### config.mk
export PLATFORM = sky130hd
export DESIGN_NAME = numeric_constant_lexer_top
export DESIGN_NICKNAME = d
export VERILOG_FILES = /design/src/ncl_pkg.sv /design/src/ncl_step.sv /design/src/ncl_obuf.sv /design/src/numeric_constant_lexer_top.sv
export SDC_FILE = /design/constraint.sdc
export NUM_CORES = 1
export LEC_CHECK = 0
export BUFFER_PORTS_ARGS = -buffer_cell sky130_fd_sc_hd__buf_2
export CAP_MARGIN = 20
export CORE_MARGIN = 4
export CORE_UTILIZATION = 40
export CTS_BUF_LIST = sky130_fd_sc_hd__clkbuf_4
export CTS_CLUSTER_SIZE = 25
export DETAILED_ROUTE_END_ITERATION = 10
export SYNTH_ARGS = -nofsm -noshare
export SYNTH_HDL_FRONTEND = slang
export SYNTH_SLANG_ARGS = --single-unit
### constraint.sdc
create_clock -name i_clk -period 3.1 [get_ports i_clk]
set_input_delay 0.155 -clock i_clk [delete_from_list [all_inputs] [get_ports i_clk]]
set_output_delay 0.155 -clock i_clk [all_outputs]
set_load 0.01 [all_outputs]
### src/ncl_pkg.sv
// ncl_pkg: shared types and constants for the numeric constant lexer.
// Used by ncl_step, ncl_obuf and numeric_constant_lexer_top; no dependencies.
`default_nettype none

package ncl_pkg;

    typedef enum logic [2:0] {
        ST_START   = 3'd0,
        ST_MINUS   = 3'd1,
        ST_ZERO    = 3'd2,
        ST_POINT   = 3'd3,
        ST_MANT    = 3'd4,
        ST_EXP     = 3'd5,
        ST_EXPSIGN = 3'd6,
        ST_EXPDIG  = 3'd7
    } t_lex_state;

    typedef logic [2:0] t_status;
    typedef logic [1:0] t_kind;

    localparam t_status S_TAKEN       = 3'd0;
    localparam t_status S_ENDED       = 3'd1;
    localparam t_status S_NEGATE      = 3'd2;
    localparam t_status S_POSSIBLE    = 3'd3;
    localparam t_status S_ERR_ZERO    = 3'd4;
    localparam t_status S_ERR_POINT   = 3'd5;
    localparam t_status S_ERR_EXP     = 3'd6;
    localparam t_status S_ERR_EXPSIGN = 3'd7;

    localparam t_kind K_NONE = 2'd0;
    localparam t_kind K_INT  = 2'd1;
    localparam t_kind K_DBL  = 2'd2;

    localparam logic [7:0] C_ZERO    = 8'h30;
    localparam logic [7:0] C_NINE    = 8'h39;
    localparam logic [7:0] C_MINUS   = 8'h2D;
    localparam logic [7:0] C_PLUS    = 8'h2B;
    localparam logic [7:0] C_POINT   = 8'h2E;
    localparam logic [7:0] C_UPPER_E = 8'h45;
    localparam logic [7:0] C_LOWER_E = 8'h65;
    localparam logic [7:0] C_UPPER_A = 8'h41;
    localparam logic [7:0] C_UPPER_Z = 8'h5A;
    localparam logic [7:0] C_LOWER_A = 8'h61;
    localparam logic [7:0] C_LOWER_Z = 8'h7A;

    typedef struct packed {
        t_status status;
        t_kind   kind;
    } t_lex_result;

endpackage

`default_nettype wire

### src/ncl_step.sv
// ncl_step: lexer state machine; one character per accepted transfer.
// Depends on ncl_pkg.
`default_nettype none

module ncl_step (
    input  wire                 i_clk,
    input  wire                 i_rst_n,
    input  wire                 i_acc,
    input  wire  [7:0]          i_char_code,
    output ncl_pkg::t_lex_result o_result
);
    import ncl_pkg::*;

    t_lex_state r_state, n_state;
    logic       r_frac, n_frac;

    logic  is_dig, is_letter, is_point, is_e, is_sign;
    t_kind cur_kind;

    assign is_dig    = (i_char_code >= C_ZERO) && (i_char_code <= C_NINE);
    assign is_letter = ((i_char_code >= C_UPPER_A) && (i_char_code <= C_UPPER_Z)) ||
                       ((i_char_code >= C_LOWER_A) && (i_char_code <= C_LOWER_Z));
    assign is_point  = (i_char_code == C_POINT);
    assign is_e      = (i_char_code == C_UPPER_E) || (i_char_code == C_LOWER_E);
    assign is_sign   = (i_char_code == C_MINUS) || (i_char_code == C_PLUS);
    assign cur_kind  = r_frac ? K_DBL : K_INT;

    // Result of this character.
    always_comb begin
        o_result = '{status: S_TAKEN, kind: K_NONE};
        unique case (r_state)
            ST_START: begin
                if (!is_dig && !is_point && (i_char_code != C_MINUS)) begin
                    o_result = '{status: S_ENDED, kind: K_NONE};
                end
            end
            ST_MINUS: begin
                if (!is_dig && !is_point) begin
                    o_result = '{status: S_NEGATE, kind: K_NONE};
                end
            end
            ST_ZERO: begin
                priority if (is_point) begin
                    o_result = '{status: S_TAKEN, kind: K_NONE};
                end else if (is_dig) begin
                    o_result = '{status: S_ERR_ZERO, kind: K_NONE};
                end else begin
                    o_result = '{status: S_ENDED, kind: cur_kind};
                end
            end
            ST_POINT: begin
                if (!is_dig) begin
                    o_result = '{status: S_ERR_POINT, kind: K_NONE};
                end
            end
            ST_MANT: begin
                if (!(is_point && !r_frac) && !is_e && !is_dig) begin
                    o_result = '{status: S_ENDED, kind: cur_kind};
                end
            end
            ST_EXP: begin
                priority if (is_sign || is_dig) begin
                    o_result = '{status: S_TAKEN, kind: K_NONE};
                end else if (is_letter) begin
                    o_result = '{status: S_POSSIBLE, kind: cur_kind};
                end else begin
                    o_result = '{status: S_ERR_EXP, kind: K_NONE};
                end
            end
            ST_EXPSIGN: begin
                if (!is_dig) begin
                    o_result = '{status: S_ERR_EXPSIGN, kind: K_NONE};
                end
            end
            ST_EXPDIG: begin
                if (!is_dig) begin
                    o_result = '{status: S_ENDED, kind: K_DBL};
                end
            end
        endcase
    end

    // Next state; any non-taken status returns to start.
    always_comb begin
        n_state = r_state;
        n_frac  = r_frac;
        unique case (r_state)
            ST_START, ST_MINUS: begin
                priority if ((r_state == ST_START) && (i_char_code == C_ZERO)) begin
                    n_state = ST_ZERO;
                end else if ((r_state == ST_START) && (i_char_code == C_MINUS)) begin
                    n_state = ST_MINUS;
                end else if (is_point) begin
                    n_state = ST_POINT;
                    n_frac  = 1'b1;
                end else if (is_dig) begin
                    n_state = ST_MANT;
                end else begin
                    n_state = r_state;
                end
            end
            ST_ZERO: begin
                if (is_point) begin
                    n_state = ST_MANT;
                    n_frac  = 1'b1;
                end
            end
            ST_POINT: begin
                if (is_dig) begin
                    n_state = ST_MANT;
                end
            end
            ST_MANT: begin
                priority if (is_point && !r_frac) begin
                    n_frac = 1'b1;
                end else if (is_e) begin
                    n_state = ST_EXP;
                end else begin
                    n_state = r_state;
                end
            end
            ST_EXP: begin
                priority if (is_sign) begin
                    n_state = ST_EXPSIGN;
                    n_frac  = 1'b1;
                end else if (is_dig) begin
                    n_state = ST_EXPDIG;
                    n_frac  = 1'b1;
                end else begin
                    n_state = r_state;
                end
            end
            ST_EXPSIGN: begin
                if (is_dig) begin
                    n_state = ST_EXPDIG;
                end
            end
            ST_EXPDIG: begin
                n_state = r_state;
            end
        endcase
        if (o_result.status != S_TAKEN) begin
            n_state = ST_START;
            n_frac  = 1'b0;
        end
    end

    always_ff @(posedge i_clk) begin
        if (!i_rst_n) begin
            r_state <= ST_START;
            r_frac  <= 1'b0;
        end else if (i_acc) begin
            r_state <= n_state;
            r_frac  <= n_frac;
        end
    end

endmodule

`default_nettype wire

### src/ncl_obuf.sv
// ncl_obuf: result register plus skid register for the output channel.
// Depends on ncl_pkg.
`default_nettype none

module ncl_obuf (
    input  wire                  i_clk,
    input  wire                  i_rst_n,
    input  wire                  i_push,
    input  ncl_pkg::t_lex_result i_result,
    output logic                 o_full,
    output logic                 o_valid,
    input  wire                  i_stall,
    output ncl_pkg::t_lex_result o_result
);
    import ncl_pkg::*;

    logic        r_out_valid, r_skid_valid;
    t_lex_result r_out, r_skid;
    logic        out_free;

    assign out_free = !r_out_valid || !i_stall;
    assign o_full   = r_skid_valid;
    assign o_valid  = r_out_valid;
    assign o_result = r_out;

    always_ff @(posedge i_clk) begin
        if (!i_rst_n) begin
            r_out_valid  <= 1'b0;
            r_skid_valid <= 1'b0;
        end else if (out_free) begin
            r_out_valid  <= r_skid_valid || i_push;
            r_skid_valid <= 1'b0;
        end else if (i_push) begin
            r_skid_valid <= 1'b1;
        end
    end

    // Payload: skid drains first, then new transfers.
    always_ff @(posedge i_clk) begin
        if (out_free) begin
            r_out <= r_skid_valid ? r_skid : i_result;
        end else if (i_push) begin
            r_skid <= i_result;
        end
    end

endmodule

`default_nettype wire

### src/numeric_constant_lexer_top.sv
// numeric_constant_lexer_top: numeric constant lexer, one character per transfer.
// Depends on ncl_pkg, ncl_step and ncl_obuf.
//
//  Channel | Valid   | Stall    | Payload
//  --------+---------+----------+----------------------------
//  input   | i_valid | o_stall  | i_char_code[7:0]
//  output  | o_valid | i_stall  | o_status[2:0], o_const_kind[1:0]
//
// One character is accepted per cycle while o_stall is low. The state machine
// steps in the cycle of the input transfer and its result is registered, in the
// output register or, while the output stalls, in the skid register.
// Reset (i_rst_n low at a clock edge) returns the lexer to start and empties
// the output registers. When the output stalls, one extra result is held in a
// skid register; o_stall rises only once that is occupied.
`default_nettype none

module numeric_constant_lexer_top (
    input  wire        i_clk,
    input  wire        i_rst_n,
    input  wire        i_valid,
    output logic       o_stall,
    input  wire  [7:0] i_char_code,
    output logic       o_valid,
    input  wire        i_stall,
    output logic [2:0] o_status,
    output logic [1:0] o_const_kind
);
    import ncl_pkg::*;

    logic        acc;
    logic        full;
    t_lex_result step_result;
    t_lex_result out_result;

    // Input transfer: only the skid register being occupied holds off input.
    assign o_stall = full;
    assign acc     = i_valid && !full;

    ncl_step u_step (
        .i_clk       (i_clk),
        .i_rst_n     (i_rst_n),
        .i_acc       (acc),
        .i_char_code (i_char_code),
        .o_result    (step_result)
    );

    ncl_obuf u_obuf (
        .i_clk    (i_clk),
        .i_rst_n  (i_rst_n),
        .i_push   (acc),
        .i_result (step_result),
        .o_full   (full),
        .o_valid  (o_valid),
        .i_stall  (i_stall),
        .o_result (out_result)
    );

    assign o_status     = out_result.status;
    assign o_const_kind = out_result.kind;

endmodule

`default_nettype wire

==> metrics, run 1 <==
run status completed; Sink Count 16; setup tns final 0 ns; GR Util All Layers 0.1385; Port-buffer cells 18; Layout Area Growth over Synthesis 9.343%; first-pass GRT wire length between 4000 and 5000 µm; Ports 19; clock skew roughly 0.0060 ns; post-synth cell types 55; initial core utilization 0.4308; GRT overflow 0; max cap viols 0; largest net degree at the start of global routing 22; H-Tree Depth 1; hold path depth 3; DRC Markers 0; Skew-Pair Late Insertion Delay 0.28 ns; detailed placer's ending HPWL 2084 µm; combinational share of power 0.140; Rel. slew slack 0.5828; R2R cell count 6; # fillers 289; Via density 6.022; # nets final roughly 160; Resized cells post-CTS 0; gpl congestion 0.8996; CP endpoint kind flip-flop; sequential-to-total area share from yosys stat 0.3450; # Post-CTS Setup Buffers 0; unrepaired setup endpoints after global routing false; min Tclk post-route around 2.3 ns; Inst Count DP roughly 180; die area between 3000 and 4000 µm²; Setup violations, final 0; Antenna Nets Post-Route 0; Met3 Routed Length 118 µm; first-iteration detailed-routing DRC count between 50 and 60; met2 WL 1288 µm; Ys Warns 0; Switching Fraction 0.2447; Die Height 63.20 µm; CTS tree done; cell-internal power about 0.00030 W; CTS Root Cell clkbuf_4; Pwr Total around 0.00040 W; uppermost routed layer met4; Syn Area/Cell roughly 9 µm²; antenna fix cells 0; Req. time, crit path about 3.3 ns; VDD IR max 240.4 µV; pre-CTS setup slack between 0.8 and 0.9 ns; CP max FO 17; Final WS setup ~0.8 ns; non-filler cells, final 180; row count 19; Static Leak 0.4796 nW; switching power between 0.00009 and 0.0001 W; die width 63.20 µm; crit path DAT 2.46 ns; core area roughly 2800 µm²; Synth async-reset ratio 0; max-slew violations 0; Hold WS ~0.18 ns; hold_buf cts 0; post-synthesis instance total ~140; Worst Hold Class in -> reg; initial antenna violation count 0; startpoint class of the critical path flip-flop; CTS Buf Count 3; layout cell share with drive strength beyond 1 0.2215; period utilization 0.7422; vias in the first global route between 1000 and 1500; register bit count reported by yosys 16; Post-synth EDFFs 10; Clk pwr share 0.273; Crit Path Class reg -> reg; Seq pwr share 0.586; final WL between 2000 and 3000 µm; max frequency 434.6 MHz; DR pass1 iterations 4; Syn Nets between 100 and 150; Slew @ Worst Pin around 0.6 ns; CTS Buffer Depth 2; DR vias 1084; Reg clk slew, reported paths 0.09 ns; Final Hold Fails 0; Synth Cell Area between 1000 and 1500 µm²; Avg WL per Cell approximately 15 µm; Top FF cell, synth edfxtp_1; routed metal-1 wirelength between 1000 and 1500 µm; Cell Pwr Density ~300 nW/µm²
[critical path, stage by stage, from the launching register on]
cell      delay (ns)
dfxtp_1         0.64
nand2b_1        0.17
a311oi_1        0.49
o22ai_1         0.17
nor2b_1         0.17
nor4_1          0.31
mux2_2          0.21
[cell usage after synthesis, types with 3 or more instances]
master	number	area [µm²]
a21o_1	3	22.52
a211oi_1	3	22.52
a21oi_1	9	45.04
inv_1	6	22.52
dfxtp_1	6	120.1
nor2b_1	3	18.77
clkbuf_1	4	15.01
edfxtp_1	10	300.3
nor4bb_1	3	30.03
nand2b_1	3	18.77
a21boi_0	3	22.52
nor3_1	4	20.02
nand2_1	20	75.07
buf_2	3	15.01
o21ai_0	5	25.02
nor2_1	4	15.01
[state kept, by name (all words and copies together), names as in the netlist]
signal,count
u_obuf.o_result,5
u_obuf.r_skid,5
u_step.r_state,3
u_obuf.o_full,1
u_obuf.o_valid,1
u_step.r_frac,1
[power groups by stage]
stage	Clock (W)	Sequential, W	Combinational, W
final	0.000109	0.000234	0.0000560
after global routing	0.000124	0.000235	0.0000618
after CTS	0.000111	0.000234	0.0000562
after detailed placement	0	0.000239	0.0000560
after global placement	0	0.000239	0.0000543
after floorplan	0	0.000241	0.0000332
[layout make-up]
cell class / instances / area (µm²) / share of cell area
inverter: 6 / 22.52 / 0.01690
sequential: 16 / 420.4 / 0.3155
timing repair buffer: 19 / 97.59 / 0.07324
clock inverter: 1 / 3.754 / 0.002817
tap: 31 / 38.79 / 0.02911
multi-input combinational: 104 / 726.9 / 0.5455
clock buffer: 3 / 22.52 / 0.01690
[per-layer routing]
| metal | global-route usage | vias to the layer above |
|---|---|---|
| li1 | - | 541 |
| met1 | 0.1827 | 512 |
| met2 | 0.2213 | 27 |
| met3 | 0.03908 | 4 |
| met4 | 0.03774 | 0 |
| met5 | 0 | - |
[layout by cell type (no fill, tap or decap), types with 3 or more instances in the layout]
cell	synthesis	final
edfxtp_1	10	10
a21o_1	3	3
inv_1	6	6
a21boi_0	3	3
nor2b_1	3	3
buf_2	3	18
nor3_1	4	4
a211oi_1	3	3
nand2b_1	3	3
nand2_1	20	20
nor2_1	4	4
nor4bb_1	3	3
a21oi_1	9	9
clkbuf_4	0	3
o21ai_0	5	5
dfxtp_1	6	6
[metrics by stage]
step	cell area, µm²	util
2_1_floorplan	1219	-
3_3_place_gp	1306	0.4617
3_5_place_dp	1306	0.4617
4_1_cts	1333	0.4710
5_1_grt	1333	0.4710
6_report	1333	0.4710
[cell families after synthesis]
logic type | Yosys count | synth area share
DFF | 16 | 0.3450
AOI/OAI and AO/OA | 41 | 0.2690
buffers and inverters | 15 | 0.05851
and+or+nand+nor | 57 | 0.2793
muxes | 3 | 0.02669
xor gates and xnor gates | 3 | 0.02156
[path summary, 6_finish.rpt]
kind                     start                  to  slack (ns)
max          u_step.r_state[2]  u_obuf.o_result[0]        0.80
min                    i_rst_n   u_step.r_state[2]        0.18
max reg2reg  u_step.r_state[2]  u_obuf.o_result[0]        0.80
min reg2reg   u_obuf.r_skid[3]  u_obuf.o_result[3]        0.54
Note: power is estimated with default switching activity, not from simulation.
==> run 2: changes to the inputs <==
==> constraint.sdc (replaced) <==
create_clock -name i_clk -period 2.3 [get_ports i_clk]
set_input_delay 0.115 -clock i_clk [delete_from_list [all_inputs] [get_ports i_clk]]
set_output_delay 0.115 -clock i_clk [all_outputs]
set_load 0.01 [all_outputs]
==> metrics, run 2 (synthesized netlist as in run 1, its figures left out) <==
most frequent cells in the layout nand2_1 (20), buf_2 (18), buf_4 (10), edfxtp_1 (10), a21oi_1 (9); WHS Endpoint u_step.r_state[2]; vias in the first global route 1018 (+1.3%); unrepaired setup endpoints after global routing false; Cell Pwr Density 383.3 nW/µm² (+28%); DR vias 1109 (+2.3%); Avg WL per Cell 15.17 µm (+0.46%); hold path depth 3 (unchanged); max frequency 469.3 MHz (+8.0%); CP max FO 13 (-4); Inst Count DP 185 (+5.1%); Sink Count 16 (unchanged); die width 63.20 µm (unchanged); startpoint class of the critical path flip-flop; crit path DAT 2.34 ns (-0.12 ns); WP buf/inv 1 (+1); DP Area 1374 µm² (+5.2%); first-iteration detailed-routing DRC count 27 (-49%); DR pass1 iterations 4 (unchanged); layout cell share with drive strength beyond 1 0.2722 (+0.05068); # Post-CTS Setup Buffers 0 (unchanged); Final Hold Fails 0 (unchanged); R2R Path Start u_step.r_state[0]; VDD IR max 320.1 µV (+33%); CTS Buf Count 3 (unchanged); CTS tree done; die area 3994 µm² (unchanged); Crit Path Class reg -> reg; first-pass GRT wire length 4761 µm (+4.5%); Static Leak 0.5266 nW (+9.8%); CTS Root Cell clkbuf_4; Finished Cell Area 1401 µm² (+5.2%); pre-CTS setup slack 0.1400 ns (-0.7015 ns); row count 19 (unchanged); H-Tree Depth 1 (unchanged); core area 2829 µm² (unchanged); setup slack, reg-to-reg 0.17 ns (-0.63 ns); R2R cell count 7 (+1); Setup violations, final 0 (unchanged); initial core utilization 0.4308 (unchanged); # nets final 171 (+5.6%); DRC Markers 0 (unchanged); clock skew 0.01093 ns (+0.004961 ns); Reg clk slew, reported paths 0.08 ns (about the same); Layout Area Growth over Synthesis 14.99%; Die Height 63.20 µm (unchanged); worst-path cell chain nand2b_1 -> a311oi_1 -> buf_4 -> a21boi_1 -> o41ai_4 -> a31oi_2 -> o22ai_2; GRT overflow 0 (unchanged); antenna fix cells 0 (unchanged); commonest non-fill, non-tap cell in the layout nand2_1; critical path's slowest cell dfxtp_1; Ports 19 (unchanged); gpl congestion 0.8701 (-3.3%); period utilization 0.9265 (+0.1843); CP endpoint kind flip-flop; Final WS setup 0.1691 ns (-0.6301 ns); Worst Hold Class in -> reg; hold wc startpoint i_rst_n; largest stage delay on the critical path 0.59 ns (-0.05 ns); Antenna Nets Post-Route 0 (unchanged); Rel. slew slack 0.6409 (+0.05816); hold_buf cts 0 (unchanged); max cap viols 0 (unchanged); detailed placer's ending HPWL 2249 µm (+7.9%); final WL 2867 µm (+5.5%); setup tns final 0 ns (unchanged); initial antenna violation count 0 (unchanged); largest net degree at the start of global routing 14 (-36%); min Tclk post-route 2.131 ns (-0.1699 ns); max-slew violations 0 (unchanged); Via density 5.868 (-2.6%); CTS Buffer Depth 2 (unchanged); Skew-Pair Late Insertion Delay 0.28 ns (about the same); Req. time, crit path 2.51 ns (-0.75 ns); Port-buffer cells 18 (unchanged); Critical Path Source u_step.r_state[0]; critical path's top delay family compound AO/OA/AOI/OAI gates; non-filler cells, final 189 (+5.0%); GR Util All Layers 0.1471 (+0.008585); reg2reg end u_step.r_state[0]; run status completed; Slew @ Worst Pin 0.5311 ns (-0.08603 ns)
run 2: cell type report:
class                           instances  area [µm²]
Timing Repair Buffer                   28       165.2
Fill cell                             275        1428
Clock buffer                            3       22.52
Clock inverter                          1       3.754
Inverter                                6       22.52
Multi-Input combinational cell        104       726.9
Sequential cell                        16       421.7
Tap cell                               31       38.79
run 2: how the worst max path moves through the flow:
stage                         end  cells after the start
4_1_cts             u_step.r_frac                      7
2_1_floorplan   u_step.r_state[0]                      7
5_1_grt        u_obuf.o_result[0]                      6
3_5_place_dp    u_step.r_state[0]                      7
3_3_place_gp    u_step.r_state[0]                      7
6_report        u_step.r_state[0]                      7
run 2: routing by layer:
layer,track usage,part of all wire,vias up
met5,0,0,-
met4,0.01887,0.0028,0
met3,0.03730,0.039,2
met2,0.2424,0.49,22
met1,0.1991,0.47,526
li1,-,-,559
run 2: power breakdown:
group	leakage, nW	internal, W	switching (W)
combinational	0.366	0.0000308	0.0000434
sequential	0.145	0.000312	0.00000287
clock	0.0154	0.0000629	0.0000846
total	0.527	0.000406	0.000131
run 2: what timing repair did:
item	in CTS	in global routing
resized for setup	0	1
endpoints found under the hold margin	0	0
setup endpoints to repair	0	2
run 2: through the flow:
step                hold slack, ns  total power [W]  utilization
finish                      0.1389        0.0005371       0.4954
detailed placement          0.4410        0.0003962       0.4856
global placement            0.4346        0.0003957       0.4856
CTS                         0.1379        0.0005436       0.4949
floorplan                   0.2561        0.0003702            -
global route                0.1438        0.0005680       0.4954
run 2: worst reg2reg max path: cells and delay by family (launching register included):
| kind | cells | cell delay, ns |
|---|---|---|
| flip-flops | 1 | 0.59 |
| AND/OR/NAND/NOR | 1 | 0.23 |
| buffers and inverters | 1 | 0.17 |
| AO/OA/AOI/OAI | 5 | 1.07 |
